<file path="src/rtl/decimal_ascii_formatter_macros.svh">
// ----------------------------------------------------------------------------
// Decimal ASCII formatter assertion macros
// Shorthand for the clocked implication checks used in the RTL.
// ----------------------------------------------------------------------------
`ifndef DECIMAL_ASCII_FORMATTER_MACROS_SVH
`define DECIMAL_ASCII_FORMATTER_MACROS_SVH

// Same-cycle implication, disabled while reset is asserted.
`define DFMT_ASSERT_IMP(lbl, clk, rst_n, ante, cons, msg) \
	lbl: assert property (@(posedge clk) disable iff (!rst_n) (ante) |-> (cons)) \
		else $error(msg);

// Next-cycle implication, disabled while reset is asserted.
`define DFMT_ASSERT_NXT(lbl, clk, rst_n, ante, cons, msg) \
	lbl: assert property (@(posedge clk) disable iff (!rst_n) (ante) |=> (cons)) \
		else $error(msg);

`endif

</file>
<file path="src/rtl/dfmt_pkg.sv">
// ----------------------------------------------------------------------------
// Decimal ASCII formatter package
// Shared constants and the control and character word types.
// ----------------------------------------------------------------------------
`timescale 1ns / 1ps

package dfmt_pkg;

	localparam int BIN_W = 32;
	localparam int STEP_W = $clog2(BIN_W);

	localparam logic [7:0] CHAR_ZERO = 8'h30;
	localparam logic [7:0] CHAR_POINT = 8'h2E;

	// Commands from the sequencer to the shared conversion unit.
	typedef struct packed {
		logic load;
		logic dabble;
		logic digit_shift;
	} bcd_cmd_t;

	// One character word leaving the sequencer.
	typedef struct packed {
		logic       valid;
		logic [7:0] ch;
		logic       last;
	} char_word_t;

endpackage

</file>
<file path="src/rtl/dfmt_bcd_unit.sv">
// ----------------------------------------------------------------------------
// Decimal ASCII formatter conversion unit
// Shift-add-3 binary to BCD converter that also shifts digits out, top first.
// ----------------------------------------------------------------------------
`timescale 1ns / 1ps

module dfmt_bcd_unit #(
	parameter int MAX_DIGITS = 10
) (
	input  logic              clk,
	input  dfmt_pkg::bcd_cmd_t cmd,
	input  logic [31:0]       value,
	output logic [3:0]        top_digit
);
	import dfmt_pkg::*;

	localparam int BCD_W = 4 * MAX_DIGITS;

	logic [BIN_W-1:0] bin_q;
	logic [BCD_W-1:0] bcd_q;
	logic [BCD_W-1:0] adj;

	// Each digit of five or more gets three added before the doubling.
	always_comb begin
		for (int d = 0; d < MAX_DIGITS; d++) begin
			if (bcd_q[4*d +: 4] >= 4'd5) begin
				adj[4*d +: 4] = bcd_q[4*d +: 4] + 4'd3;
			end else begin
				adj[4*d +: 4] = bcd_q[4*d +: 4];
			end
		end
	end

	// Carries out of the top digit are dropped, which keeps value mod 10^MAX_DIGITS.
	always_ff @(posedge clk) begin
		if (cmd.load) begin
			bin_q <= value;
			bcd_q <= '0;
		end else if (cmd.dabble) begin
			bcd_q <= {adj[BCD_W-2:0], bin_q[BIN_W-1]};
			bin_q <= {bin_q[BIN_W-2:0], 1'b0};
		end else if (cmd.digit_shift) begin
			bcd_q <= {bcd_q[BCD_W-5:0], 4'd0};
		end
	end

	assign top_digit = bcd_q[BCD_W-1 -: 4];

endmodule

</file>
<file path="src/rtl/dfmt_seq.sv">
// ----------------------------------------------------------------------------
// Decimal ASCII formatter sequencer
// Runs the conversion steps, then walks the digits and builds the characters.
// ----------------------------------------------------------------------------
`timescale 1ns / 1ps

module dfmt_seq #(
	parameter int MAX_DIGITS = 10
) (
	input  logic                  clk,
	input  logic                  arst_n,
	input  logic                  start,
	input  logic [3:0]            frac_digits,
	input  logic                  pad_two,
	input  logic [3:0]            top_digit,
	output logic                  busy,
	output dfmt_pkg::bcd_cmd_t    cmd,
	output dfmt_pkg::char_word_t  word
);
	import dfmt_pkg::*;

	localparam int PW = $clog2(MAX_DIGITS);
	localparam int CW = $clog2(MAX_DIGITS + 2);

	localparam logic [1:0] ST_IDLE = 2'd0;
	localparam logic [1:0] ST_CONV = 2'd1;
	localparam logic [1:0] ST_EMIT = 2'd2;
	localparam logic [1:0] ST_DOT  = 2'd3;

	logic [1:0]        state_q, state_d;
	logic [STEP_W-1:0] step_q, step_d;
	logic [PW-1:0]     pos_q, pos_d;
	logic [PW-1:0]     frac_q, frac_d;
	logic              pad_q, pad_d;
	logic              seen_q, seen_d;
	logic [PW-1:0]     frac_sat;
	logic              skip;

	always_comb begin
		if (32'(frac_digits) > MAX_DIGITS - 1) begin
			frac_sat = PW'(MAX_DIGITS - 1);
		end else begin
			frac_sat = PW'(frac_digits);
		end
	end

	// A leading zero above the minimum field width prints nothing.
	assign skip = !seen_q && (top_digit == 4'd0) &&
		(CW'(pos_q) >= CW'(frac_q) + CW'(pad_q) + CW'(1));

	always_comb begin
		state_d = state_q;
		step_d = step_q;
		pos_d = pos_q;
		frac_d = frac_q;
		pad_d = pad_q;
		seen_d = seen_q;
		cmd = '0;
		word = '0;
		case (state_q)
			ST_IDLE: begin
				if (start) begin
					cmd.load = 1'b1;
					frac_d = frac_sat;
					pad_d = pad_two;
					step_d = '0;
					state_d = ST_CONV;
				end
			end
			ST_CONV: begin
				cmd.dabble = 1'b1;
				step_d = step_q + STEP_W'(1);
				if (step_q == STEP_W'(BIN_W - 1)) begin
					pos_d = PW'(MAX_DIGITS - 1);
					seen_d = 1'b0;
					state_d = ST_EMIT;
				end
			end
			ST_EMIT: begin
				cmd.digit_shift = 1'b1;
				if (skip) begin
					pos_d = pos_q - PW'(1);
				end else begin
					word.valid = 1'b1;
					word.ch = CHAR_ZERO + 8'(top_digit);
					seen_d = 1'b1;
					if (pos_q == frac_q && frac_q != '0) begin
						state_d = ST_DOT;
					end else if (pos_q == '0) begin
						word.last = 1'b1;
						state_d = ST_IDLE;
					end else begin
						pos_d = pos_q - PW'(1);
					end
				end
			end
			ST_DOT: begin
				word.valid = 1'b1;
				word.ch = CHAR_POINT;
				pos_d = pos_q - PW'(1);
				state_d = ST_EMIT;
			end
			default: begin
				state_d = ST_IDLE;
			end
		endcase
	end

	always_ff @(posedge clk or negedge arst_n) begin
		if (!arst_n) begin
			state_q <= ST_IDLE;
			step_q <= '0;
			pos_q <= '0;
			seen_q <= 1'b0;
		end else begin
			state_q <= state_d;
			step_q <= step_d;
			pos_q <= pos_d;
			seen_q <= seen_d;
		end
	end

	always_ff @(posedge clk) begin
		frac_q <= frac_d;
		pad_q <= pad_d;
	end

	assign busy = (state_q != ST_IDLE);

endmodule

</file>
<file path="src/rtl/decimal_ascii_formatter.sv">
// ----------------------------------------------------------------------------
// Decimal ASCII formatter
// Prints an unsigned 32-bit value as ASCII decimal with an implied point.
// ----------------------------------------------------------------------------
// Usage: drive value, frac_digits and pad_two and raise start; the word is
// taken at the rising edge where start is high and busy is low. busy then
// stays high until the last character has left the sequencer.
// Results come out one character per word on ascii_char with last_char
// marking the final one, each valid for the single cycle in which strobe is
// high. The receiver cannot hold results off; characters of one number come
// on consecutive cycles.
// Sequence: a load, then shift-add-3 steps in the shared BCD unit, one per
// bit of value, then the digit positions in turn from the top of the
// MAX_DIGITS-digit field (suppressed leading zeros print nothing), with a
// point word before the fraction digits when frac_digits is not zero.
// Reset (arst_n low) returns the block to idle at once and drops strobe.
// ----------------------------------------------------------------------------
`timescale 1ns / 1ps
`include "decimal_ascii_formatter_macros.svh"

module decimal_ascii_formatter #(
	parameter int MAX_DIGITS = 10
) (
	input  logic        clk,
	input  logic        arst_n,
	input  logic        start,
	output logic        busy,
	input  logic [31:0] value,
	input  logic [3:0]  frac_digits,
	input  logic        pad_two,
	output logic        strobe,
	output logic [7:0]  ascii_char,
	output logic        last_char
);
	import dfmt_pkg::*;

	bcd_cmd_t   cmd;
	char_word_t word;
	logic [3:0] top_digit;
	logic       strobe_q;
	logic [7:0] char_q;
	logic       last_q;

	dfmt_bcd_unit #(
		.MAX_DIGITS(MAX_DIGITS)
	) u_bcd (
		.clk       (clk),
		.cmd       (cmd),
		.value     (value),
		.top_digit (top_digit)
	);

	dfmt_seq #(
		.MAX_DIGITS(MAX_DIGITS)
	) u_seq (
		.clk         (clk),
		.arst_n      (arst_n),
		.start       (start),
		.frac_digits (frac_digits),
		.pad_two     (pad_two),
		.top_digit   (top_digit),
		.busy        (busy),
		.cmd         (cmd),
		.word        (word)
	);

	// Output register for the character words.
	always_ff @(posedge clk or negedge arst_n) begin
		if (!arst_n) begin
			strobe_q <= 1'b0;
		end else begin
			strobe_q <= word.valid;
		end
	end

	always_ff @(posedge clk) begin
		char_q <= word.ch;
		last_q <= word.last;
	end

	assign strobe = strobe_q;
	assign ascii_char = char_q;
	assign last_char = last_q;

	`DFMT_ASSERT_NXT(a_start_busy, clk, arst_n, start && !busy, busy,
		"accepted word did not raise busy")
	`DFMT_ASSERT_NXT(a_chars_back_to_back, clk, arst_n, strobe && !last_char, strobe,
		"gap inside a number")
	`DFMT_ASSERT_NXT(a_last_ends, clk, arst_n, strobe && last_char, !strobe,
		"character followed the last one")
	`DFMT_ASSERT_IMP(a_char_legal, clk, arst_n, strobe,
		ascii_char == CHAR_POINT ||
		(ascii_char >= CHAR_ZERO && ascii_char <= CHAR_ZERO + 8'd9),
		"illegal character code")

endmodule

</file>
<file path="config.mk">
export PLATFORM = sky130hd
export DESIGN_NAME = decimal_ascii_formatter
export DESIGN_NICKNAME = d
export VERILOG_FILES = /design/src/rtl/dfmt_pkg.sv /design/src/rtl/dfmt_bcd_unit.sv /design/src/rtl/dfmt_seq.sv /design/src/rtl/decimal_ascii_formatter.sv
export VERILOG_INCLUDE_DIRS = /design/src /design/src/rtl
export SDC_FILE = /design/constraint.sdc
export NUM_CORES = 1
export LEC_CHECK = 0
export ABC_AREA = 1
export BUFFER_PORTS_ARGS = -buffer_cell sky130_fd_sc_hd__clkbuf_2
export CORE_MARGIN = 8
export CORE_UTILIZATION = 60
export DETAILED_ROUTE_END_ITERATION = 16
export GPL_ROUTABILITY_DRIVEN = 0
export GPL_TIMING_DRIVEN = 0
export PLACE_DENSITY = 0.87
export SYNTH_ARGS = -nofsm -noshare
export SYNTH_HDL_FRONTEND = slang
export SYNTH_HIERARCHICAL = 1
export SYNTH_SLANG_ARGS = --single-unit
</file>
<file path="constraint.sdc">
create_clock -name clk -period 4.3 [get_ports clk]
set_input_delay 0.645 -clock clk [delete_from_list [all_inputs] [get_ports clk]]
set_output_delay 0.645 -clock clk [all_outputs]
set_load 0.005 [all_outputs]
</file>
==> impl_metrics.env, run 1 <==
export IMPL_status="finished, final reports clean"
export IMPL_path_cells="inv_2 -> nand2_1 -> nor2_1 -> buf_2 -> inv_2 -> buf_2 -> buf_2 -> nand2_1"
export IMPL_core_region_area_um2=9110
export IMPL_start_util_pct=60.8
export IMPL_drv_slew=0
export IMPL_drt_initial_drc_count=438
export IMPL_cts_tree="yes"
export IMPL_vias=5056
export IMPL_ys_seq_elements=99
export IMPL_track_usage_pct=21.0
export IMPL_drive_gt1_share_pct=13.4
export IMPL_cp_num_buf_inv=5
export IMPL_min_period_over_period_pct=84.0
export IMPL_io_pins=51
export IMPL_rows=35
export IMPL_cts_hold_buf=0
export IMPL_avgViaCountPerCell=5.52
export IMPL_setup_violations_final=0
export IMPL_cts_buffers=9
export IMPL_portBuffers=50
export IMPL_utilization_pct=67.2
export IMPL_grt_pass1_wl_mm=21.9
export IMPL_critical_path_top_delay_family="simple AND/OR/NAND/NOR gates"
export IMPL_seq_area_frac_synth_pct=43.7
export IMPL_grt_overflow=0
export IMPL_synth_area_um2=5540
export IMPL_final_setup_worst_slack_ns=0.690
export IMPL_synth_warnings=6
export IMPL_route_detailed_drc=0
export IMPL_die_x_um=112
export IMPL_worstPathArrival_ns=3.59
export IMPL_timing_hold_ws_ns=0.166
export IMPL_ir_drop_v=0.000418
export IMPL_antenna_found_initial=0
export IMPL_max_stage_delay_ns=0.97
export IMPL_p_per_area_nw_per_um2=803
export IMPL_crit_top_cell="buf_2"
export IMPL_grt_max_degree=33
export IMPL_p_leak_nw=3.10
export IMPL_cts_root_buf="clkbuf_8"
export IMPL_syn_to_final_growth_pct=10.6
export IMPL_slowest_stage="nand2_1"
export IMPL_wirelength_mm=13.1
export IMPL_cts_htree_levels=3
export IMPL_drv_cap=0
export IMPL_clk_latency_ns=0.37
export IMPL_min_period_ns=3.61
export IMPL_hp_class="input port to async pin"
export IMPL_grt_pass1_vias=4989
export IMPL_synthCells=738
export IMPL_finalNetCount=870
export IMPL_cts_buffer_depth=2
export IMPL_hold_viol_final=0
export IMPL_clock_sinks=99
export IMPL_clk_pin_slew_worst_paths_ns=0.10
export IMPL_diodes=0
export IMPL_place_ws_ns=0.721
export IMPL_endpoint_kind="register"
export IMPL_path_max_fanout=32
export IMPL_syn_area_per_cell_um2=7.50
export IMPL_post_cts_resized=0
export IMPL_dp_hpwl_mm=9.34
export IMPL_final_setup_skew_ns=0.0106
export IMPL_chipHeight_um=112
export IMPL_crit_path_start_kind="register"
export IMPL_tightest_slew_ns=1.32
export IMPL_first_pass_iters=7
export IMPL_worstSetupPathType="register to register"
export IMPL_fin_tns_setup_ns=0
export IMPL_ant_nets=0
export IMPL_relSlewSlack_pct=12.0
export IMPL_ys_types=33
export IMPL_fp_dieArea_um2=12600
export IMPL_max_freq_mhz=277
export IMPL_wl_per_cell_um=14.3
export IMPL_required_ns=4.28
export IMPL_cts_setup_buffers=0
export IMPL_rsz0062_at_grt="false"
## worst paths after layout
check | start | endpoint | slack (ns) | depth (start not counted)
max | u_seq/state_q[1]$_DFFE_PN0P_ | u_bcd/bin_q[14]$_DFFE_PP_ | 0.69 | 8
min reg2reg | u_bcd/bcd_q[3]$_SDFFE_PP0P_ | u_bcd/bcd_q[3]$_SDFFE_PP0P_ | 0.50 | 2
max in group asynchronous | arst_n | u_seq/step_q[2]$_DFFE_PN0P_ | 3.88 | 1
max reg2reg | u_seq/state_q[1]$_DFFE_PN0P_ | u_bcd/bin_q[14]$_DFFE_PP_ | 0.69 | 8
min | arst_n | u_seq/pos_q[2]$_DFFE_PN0P_ | 0.17 | 1
min in group clk | pad_two | u_seq/pad_q$_DFFE_PP_ | 0.46 | 1
## synthesized netlist by cell type (all sizes together)
library cell / instances / area (um2)
conb: 1 / 3.75
nand4: 10 / 68.8
edfxtp: 37 / 1110
ha: 30 / 375
o21ai: 75 / 375
and2: 1 / 6.26
dfrtp: 13 / 325
o22ai: 2 / 12.5
o211ai: 1 / 7.51
clkbuf: 8 / 30.0
nand3: 41 / 205
nand2: 219 / 830
dfxtp: 49 / 981
a22o: 2 / 17.5
nor3b: 1 / 7.51
o31a: 1 / 8.76
a21oi: 53 / 265
xnor2: 1 / 8.76
buf: 26 / 160
nor2: 36 / 178
xor2: 10 / 87.6
nor3: 10 / 50.1
o21bai: 1 / 7.51
inv: 110 / 413
## cell type report
cell class / instances / area [um2]
tap: 111 / 139
inverter: 110 / 413
timing repair buffer: 50 / 250
buffer: 34 / 190
multi-input combinational: 496 / 2520
clock buffer: 9 / 124
sequential: 99 / 2420
fill: 743 / 2990
clock inverter: 7 / 67.6
## logic make-up (layout without fill, tap and decap cells)
logic type	Yosys count	count (layout)	synth area share (%)
buf+inv	144	210	10.9
flops	99	99	43.7
simple gates	318	318	24.3
other cells	1	2	0.0677
fa+ha+maj	30	30	6.78
compound gates	135	135	12.5
xor+xnor	11	11	1.74
## metrics by stage
stage | std cells | area, um2 | power (mW)
floorplan | 739 | 5540 | 3.59
global placement | 900 | 5930 | 4.08
detailed placement | 900 | 5930 | 4.24
CTS | 916 | 6120 | 4.87
global route | 916 | 6120 | 5.33
finish | 916 | 6120 | 4.91
## flip-flops by register name, summed over array words and instances (netlist names), 2 cells and up
| signal | flops |
|---|---|
| u_seq/step_q | 5 |
| ascii_char | 8 |
| u_bcd/bcd_q | 40 |
| u_seq/pos_q | 4 |
| u_seq/state_q | 2 |
| u_seq/frac_q | 4 |
| u_bcd/bin_q | 32 |
## worst register-to-register path, cell delays in order (launching register included)
cell,delay [ns]
dfrtp_1,0.46
inv_2,0.18
nand2_1,0.16
nor2_1,0.53
buf_2,0.39
inv_2,0.12
buf_2,0.21
buf_2,0.20
nand2_1,0.97
## metal layers
metal	GRT usage [%]	part of all wire (%)	vias up
met1	23.7	41	2323
met3	5.53	7.1	35
met4	9.08	2.2	0
li1	-	-	2485
met2	36.7	50	213
met5	0	0	-
## power breakdown
group	switching [mW]	leakage (nW)	internal, mW
sequential	0.293	0.940	1.51
combinational	1.65	2.06	0.871
clock	0.360	0.0962	0.228
## placed cells by master, fill, tap and decap left out
master	n
nand2_1	216
inv_1	104
o21ai_0	65
a21oi_1	53
clkbuf_2	50
dfxtp_1	49
nand3_1	41
edfxtp_1	37
ha_1	30
nor2_1	29
buf_2	14
dfrtp_1	13
buf_4	10
xor2_1	10
o21ai_1	10
nor3_1	10
clkbuf_8	9
nand4_1	9
clkbuf_1	8
inv_2	6
nor2_4	5
inv_8	3
nand2_2	3
inv_6	2
o22ai_1	2
a22o_1	2
nor2_2	2
conb_1	2
clkinv_4	1
clkinvlp_4	1
buf_1	1
o21bai_1	1
o211ai_1	1
xnor2_1	1
buf_6	1
nor3b_1	1
and2_1	1
nand4_2	1
o31a_1	1
Note: power is estimated with default switching activity, not from simulation.
==> run 2: changes to the inputs <==
Clock period 4.3 ns to 3.43 ns, I/O delays scaled along.
==> run 2 against run 1 <==
Compared with the run above: global-route usage hardly changed; worst hold slack worse by 0.13 ns; clock-buffer cell count stayed put; largest cell class unchanged; highest routed layer unchanged.
==> impl_metrics.env, run 2 (synthesis results as in run 1) <==
export IMPL_cts_buffer_depth=2
export IMPL_core_region_area_um2=9110
export IMPL_worst_path_stages=8
export IMPL_clk_latency_ns=0.37
export IMPL_final_setup_skew_ns=0.0123
export IMPL_avgViaCountPerCell=5.54
export IMPL_wl_per_cell_um=14.3
export IMPL_chipHeight_um=112
export IMPL_diodes=0
export IMPL_cts_htree_levels=3
export IMPL_max_freq_mhz=312
export IMPL_crit_path_start_kind="register"
export IMPL_cts_setup_buffers=0
export IMPL_path_cells="inv_2 -> nand2_1 -> nor2_1 -> buf_2 -> inv_2 -> buf_2 -> buf_2 -> nand2_2"
export IMPL_hold_viol_final=0
export IMPL_worstPathArrival_ns=3.21
export IMPL_relSlewSlack_pct=49.8
export IMPL_die_x_um=112
export IMPL_ir_drop_v=0.000521
export IMPL_post_cts_resized=1
export IMPL_cts_root_buf="clkbuf_8"
export IMPL_largest_registers="u_bcd/bcd_q (40), u_bcd/bin_q (32), ascii_char (8)"
export IMPL_drt_initial_drc_count=464
export IMPL_grt_pass1_vias=4994
export IMPL_final_area_um2=6120
export IMPL_min_period_over_period_pct=93.5
export IMPL_portBuffers=50
export IMPL_vias=5071
export IMPL_rows=35
export IMPL_clock_sinks=99
export IMPL_max_stage_delay_ns=0.57
export IMPL_utilization_pct=67.2
export IMPL_wirelength_mm=13.1
export IMPL_rsz0062_at_grt="false"
export IMPL_cts_hold_buf=0
export IMPL_start_util_pct=60.8
export IMPL_route_detailed_drc=0
export IMPL_fp_dieArea_um2=12600
export IMPL_p_leak_nw=3.10
export IMPL_worstSetupPathType="register to register"
export IMPL_crit_top_cell="buf_2"
export IMPL_grt_pass1_wl_mm=21.9
export IMPL_critical_path_top_delay_family="simple AND/OR/NAND/NOR gates"
export IMPL_antenna_found_initial=0
export IMPL_cp_num_buf_inv=5
export IMPL_syn_to_final_growth_pct=10.6
export IMPL_clk_pin_slew_worst_paths_ns=0.10
export IMPL_reg2regPathDepth=8
export IMPL_largest_reg_flops=40
export IMPL_track_usage_pct=21.0
export IMPL_endpoint_kind="register"
export IMPL_required_ns=3.43
export IMPL_min_period_ns=3.21
export IMPL_first_pass_iters=5
export IMPL_io_pins=51
export IMPL_status="finished, final reports clean"
export IMPL_drive_gt1_share_pct=13.5
export IMPL_grt_overflow=0
export IMPL_setup_violations_final=0
export IMPL_finalNetCount=870
export IMPL_slowest_stage="nand2_2"
export IMPL_grt_max_degree=33
export IMPL_layout_commonest_cell="nand2_1"
export IMPL_hp_class="input port to async pin"
export IMPL_cts_buffers=9
export IMPL_dp_hpwl_mm=9.34
export IMPL_cts_tree="yes"
export IMPL_ant_nets=0
export IMPL_regMostFlops="u_bcd/bcd_q"
export IMPL_drv_slew=0
export IMPL_path_max_fanout=32
export IMPL_tightest_slew_ns=0.750
export IMPL_final_cell_mix="nand2_1, inv_1, o21ai_0"
export IMPL_p_per_area_nw_per_um2=1010
export IMPL_drv_cap=0
export IMPL_place_area_um2=5930
run 2: through the flow:
| stage | power, mW | setup WS (ns) | cells | hold slack, ns | TNS, ns |
|---|---|---|---|---|---|
| 5_1_grt | 6.69 | 0.0683 | 916 | 0.0331 | 0 |
| 6_report | 6.16 | 0.224 | 916 | 0.0358 | 0 |
| 2_1_floorplan | 4.51 | 0.655 | 739 | 0.219 | 0 |
| 3_3_place_gp | 5.11 | -0.00132 | 900 | 0.437 | -0.0169 |
| 4_1_cts | 6.10 | 0.257 | 916 | 0.0316 | 0 |
| 3_5_place_dp | 5.32 | -0.149 | 900 | 0.443 | -4.75 |
run 2: metal layers:
metal  wire length (um)  up-vias  part of all wire, %  track usage, %
met4                263        0                  2.0            9.08
met5                  0        -                    0               0
li1                   -     2489                    -               -
met3               1010       33                  7.7            5.53
met2               6530      224                   50            36.8
met1               5300     2325                   40            23.7
run 2: final timing paths:
| path | startpoint | end | slack (ns) |
|---|---|---|---|
| setup / recovery | u_seq/state_q[1]$_DFFE_PN0P_ | u_bcd/bin_q[14]$_DFFE_PP_ | 0.22 |
| hold / removal | arst_n | u_seq/pos_q[2]$_DFFE_PN0P_ | 0.04 |
| setup reg to reg | u_seq/state_q[1]$_DFFE_PN0P_ | u_bcd/bin_q[14]$_DFFE_PP_ | 0.22 |
| hold reg to reg | u_bcd/bcd_q[3]$_SDFFE_PP0P_ | u_bcd/bcd_q[3]$_SDFFE_PP0P_ | 0.49 |
| max in group asynchronous | arst_n | u_seq/step_q[2]$_DFFE_PN0P_ | 3.14 |
| min in group clk | pad_two | u_seq/pad_q$_DFFE_PP_ | 0.33 |
run 2: layout make-up:
class / instances / area, um2
Sequential cell: 99 / 2420
Multi-Input combinational cell: 496 / 2520
Clock buffer: 9 / 124
Clock inverter: 7 / 67.6
Buffer: 34 / 190
Fill cell: 745 / 2990
Tap cell: 111 / 139
Timing Repair Buffer: 50 / 250
Inverter: 110 / 413
run 2: worst reg2reg max path, delay by kind of cell, from the launching register on:
| kind | cells | cell delay (ns) |
|---|---|---|
| DFF | 1 | 0.46 |
| buffers and inverters | 5 | 1.10 |
| and+or+nand+nor | 3 | 1.27 |
run 2: where the power goes:
| part | leakage [nW] | internal (mW) | switching [mW] | total (mW) |
|---|---|---|---|---|
| sequential | 0.940 | 1.88 | 0.369 | 2.25 |
| combinational | 2.06 | 1.09 | 2.07 | 3.17 |
| clock | 0.0962 | 0.286 | 0.449 | 0.734 |
| total | 3.10 | 3.26 | 2.89 | 6.16 |
==> run 3: changes to the inputs <==
Settings changed: CTS_BUF_LIST from default to sky130_fd_sc_hd__clkbuf_4.
==> run 3 against run 2 <==
Compared with the run above: non-clock buffer count rose by 1; sequential cell count did not move; global-route usage fell by 0.32 points; power fell by 2.6%; combinational power barely moved; via count fell by 0.79%; clock power fell by 17%; cell count rose by 0.11%; clock skew rose by 0.0063 ns.
==> impl_metrics.env, run 3 (synthesis results as in run 1) <==
export IMPL_finalNetCount=871
export IMPL_critical_path_top_delay_family="simple AND/OR/NAND/NOR gates"
export IMPL_final_seq_area_um2=2420
export IMPL_path_max_fanout=32
export IMPL_regMostFlops="u_bcd/bcd_q"
export IMPL_hold_viol_final=0
export IMPL_drt_initial_drc_count=532
export IMPL_crit_reg2reg_launch="u_seq/state_q[1]$_DFFE_PN0P_"
export IMPL_regToRegSetupSlack_ns=0.25
export IMPL_drive_gt1_share_pct=13.5
export IMPL_cts_root_buf="clkbuf_4"
export IMPL_worst_path_stages=8
export IMPL_cp_num_buf_inv=5
export IMPL_reg2regPathDepth=8
export IMPL_cp_startpoint="u_seq/state_q[1]$_DFFE_PN0P_"
export IMPL_netSwitchingPower_mw=2.85
export IMPL_rows=35
export IMPL_fill_cells=756
export IMPL_cts_tree="yes"
export IMPL_crit_top_cell="buf_2"
export IMPL_p_clk_share_pct=10.1
export IMPL_place_ws_ns=-0.149
export IMPL_grt_max_degree=33
export IMPL_combPwrFrac_pct=52.4
export IMPL_rsz0062_at_grt="false"
export IMPL_wirelength_mm=12.8
export IMPL_ir_drop_v=0.000469
export IMPL_slowest_stage="nand2_2"
export IMPL_relSlewSlack_pct=49.8
export IMPL_max_freq_mhz=314
export IMPL_worstSetupPathType="register to register"
export IMPL_layout_commonest_cell="nand2_1"
export IMPL_drv_slew=0
export IMPL_syn_to_final_growth_pct=9.76
export IMPL_start_util_pct=60.8
export IMPL_largest_registers="u_bcd/bcd_q (40), u_bcd/bin_q (32), ascii_char (8)"
export IMPL_wl_per_cell_um=14.0
export IMPL_chipHeight_um=112
export IMPL_largest_reg_flops=40
export IMPL_path_cells="inv_2 -> nand2_1 -> nor2_1 -> buf_2 -> inv_2 -> buf_2 -> buf_2 -> nand2_2"
export IMPL_min_from="pad_two"
export IMPL_ant_nets=0
export IMPL_route_detailed_drc=0
export IMPL_vias=5031
export IMPL_portBuffers=50
export IMPL_clk_pin_slew_worst_paths_ns=0.16
export IMPL_final_setup_skew_ns=0.0186
export IMPL_final_cells=917
export IMPL_tightest_slew_ns=0.750
export IMPL_final_cell_mix="nand2_1, inv_1, o21ai_0"
export IMPL_track_usage_pct=20.7
export IMPL_cellInternalPower_mw=3.15
export IMPL_clk_latency_ns=0.46
export IMPL_min_period_over_period_pct=92.8
export IMPL_p_leak_nw=3.08
export IMPL_dp_hpwl_mm=9.34
export IMPL_endpoint_kind="register"
export IMPL_worstPathArrival_ns=3.28
export IMPL_min_period_ns=3.18
export IMPL_core_region_area_um2=9110
export IMPL_antenna_found_initial=0
export IMPL_max_stage_delay_ns=0.57
export IMPL_first_pass_iters=6
export IMPL_io_pins=51
export IMPL_drv_cap=0
export IMPL_fin_total_pwr_mw=6.00
export IMPL_holdPathStages=1
export IMPL_die_x_um=112
export IMPL_p_seq_share_pct=37.4
export IMPL_crit_path_start_kind="register"
export IMPL_cts_htree_levels=3
export IMPL_fin_tns_setup_ns=0
export IMPL_cts_buffers=9
export IMPL_grt_overflow=0
export IMPL_grt_pass1_wl_mm=21.5
export IMPL_dp_cells=900
export IMPL_p_per_area_nw_per_um2=987
export IMPL_status="finished, final reports clean"
export IMPL_required_ns=3.53
export IMPL_avgViaCountPerCell=5.49
export IMPL_cts_buffer_depth=2
export IMPL_multi_input_area_um2=2520
export IMPL_timing_hold_ws_ns=0.244
export IMPL_fp_dieArea_um2=12600
export IMPL_final_setup_worst_slack_ns=0.248
export IMPL_grt_pass1_vias=4951
export IMPL_netSwitchingFraction_pct=47.6
export IMPL_hp_class="input port to register"
export IMPL_setup_violations_final=0
export IMPL_clock_sinks=99
export IMPL_diodes=0
[run 3: power groups by stage]
stage / clock network [mW] / registers, mW / logic, mW
final: 0.607 / 2.24 / 3.15
after global routing: 0.668 / 2.31 / 3.56
after CTS: 0.628 / 2.23 / 3.10
after detailed placement: 0 / 2.26 / 3.06
after global placement: 0 / 2.24 / 2.87
after floorplan: 0 / 2.16 / 2.35
[run 3: worst paths after layout]
kind / endpoint
worst max register to register: u_bcd/bin_q[14]$_DFFE_PP_
max in group asynchronous: strobe$_DFF_PN0_
worst min register to register: u_bcd/bcd_q[3]$_SDFFE_PP0P_
worst min-delay path: u_seq/pad_q$_DFFE_PP_
min in group asynchronous: u_seq/step_q[4]$_DFFE_PN0P_
worst max-delay path: u_bcd/bin_q[14]$_DFFE_PP_
[run 3: layer usage]
layer	vias to the layer above	GRT usage, %	routed length [um]
li1	2492	-	-
met1	2286	23.5	5240
met2	218	36.1	6340
met3	35	5.21	939
met4	0	8.90	316
met5	-	0	0
[run 3: cell type report]
class	instances	area share (%)
clock inverters	7	1.11
repair buffers	51	4.28
flip-flops and latches	99	39.8
plain buffers	34	3.13
well taps	111	2.29
clock buffers	9	1.11
multi-input cells	496	41.5
inverters	110	6.80
[run 3: per-stage QoR]
step / area (um2) / utilization (%)
final: 6080 / 66.7
after global routing: 6080 / 66.7
after CTS: 6080 / 66.7
after detailed placement: 5930 / 65.1
after global placement: 5930 / 65.1
after floorplan: 5540 / -
[run 3: repair_timing]
item | in CTS | in global routing
resized for setup | 1 | 0
endpoints found under the setup margin | 32 | 0
buffers inserted | 0 | 0
hold buffers | 1 | 0
endpoints found under the hold margin | 13 | 0
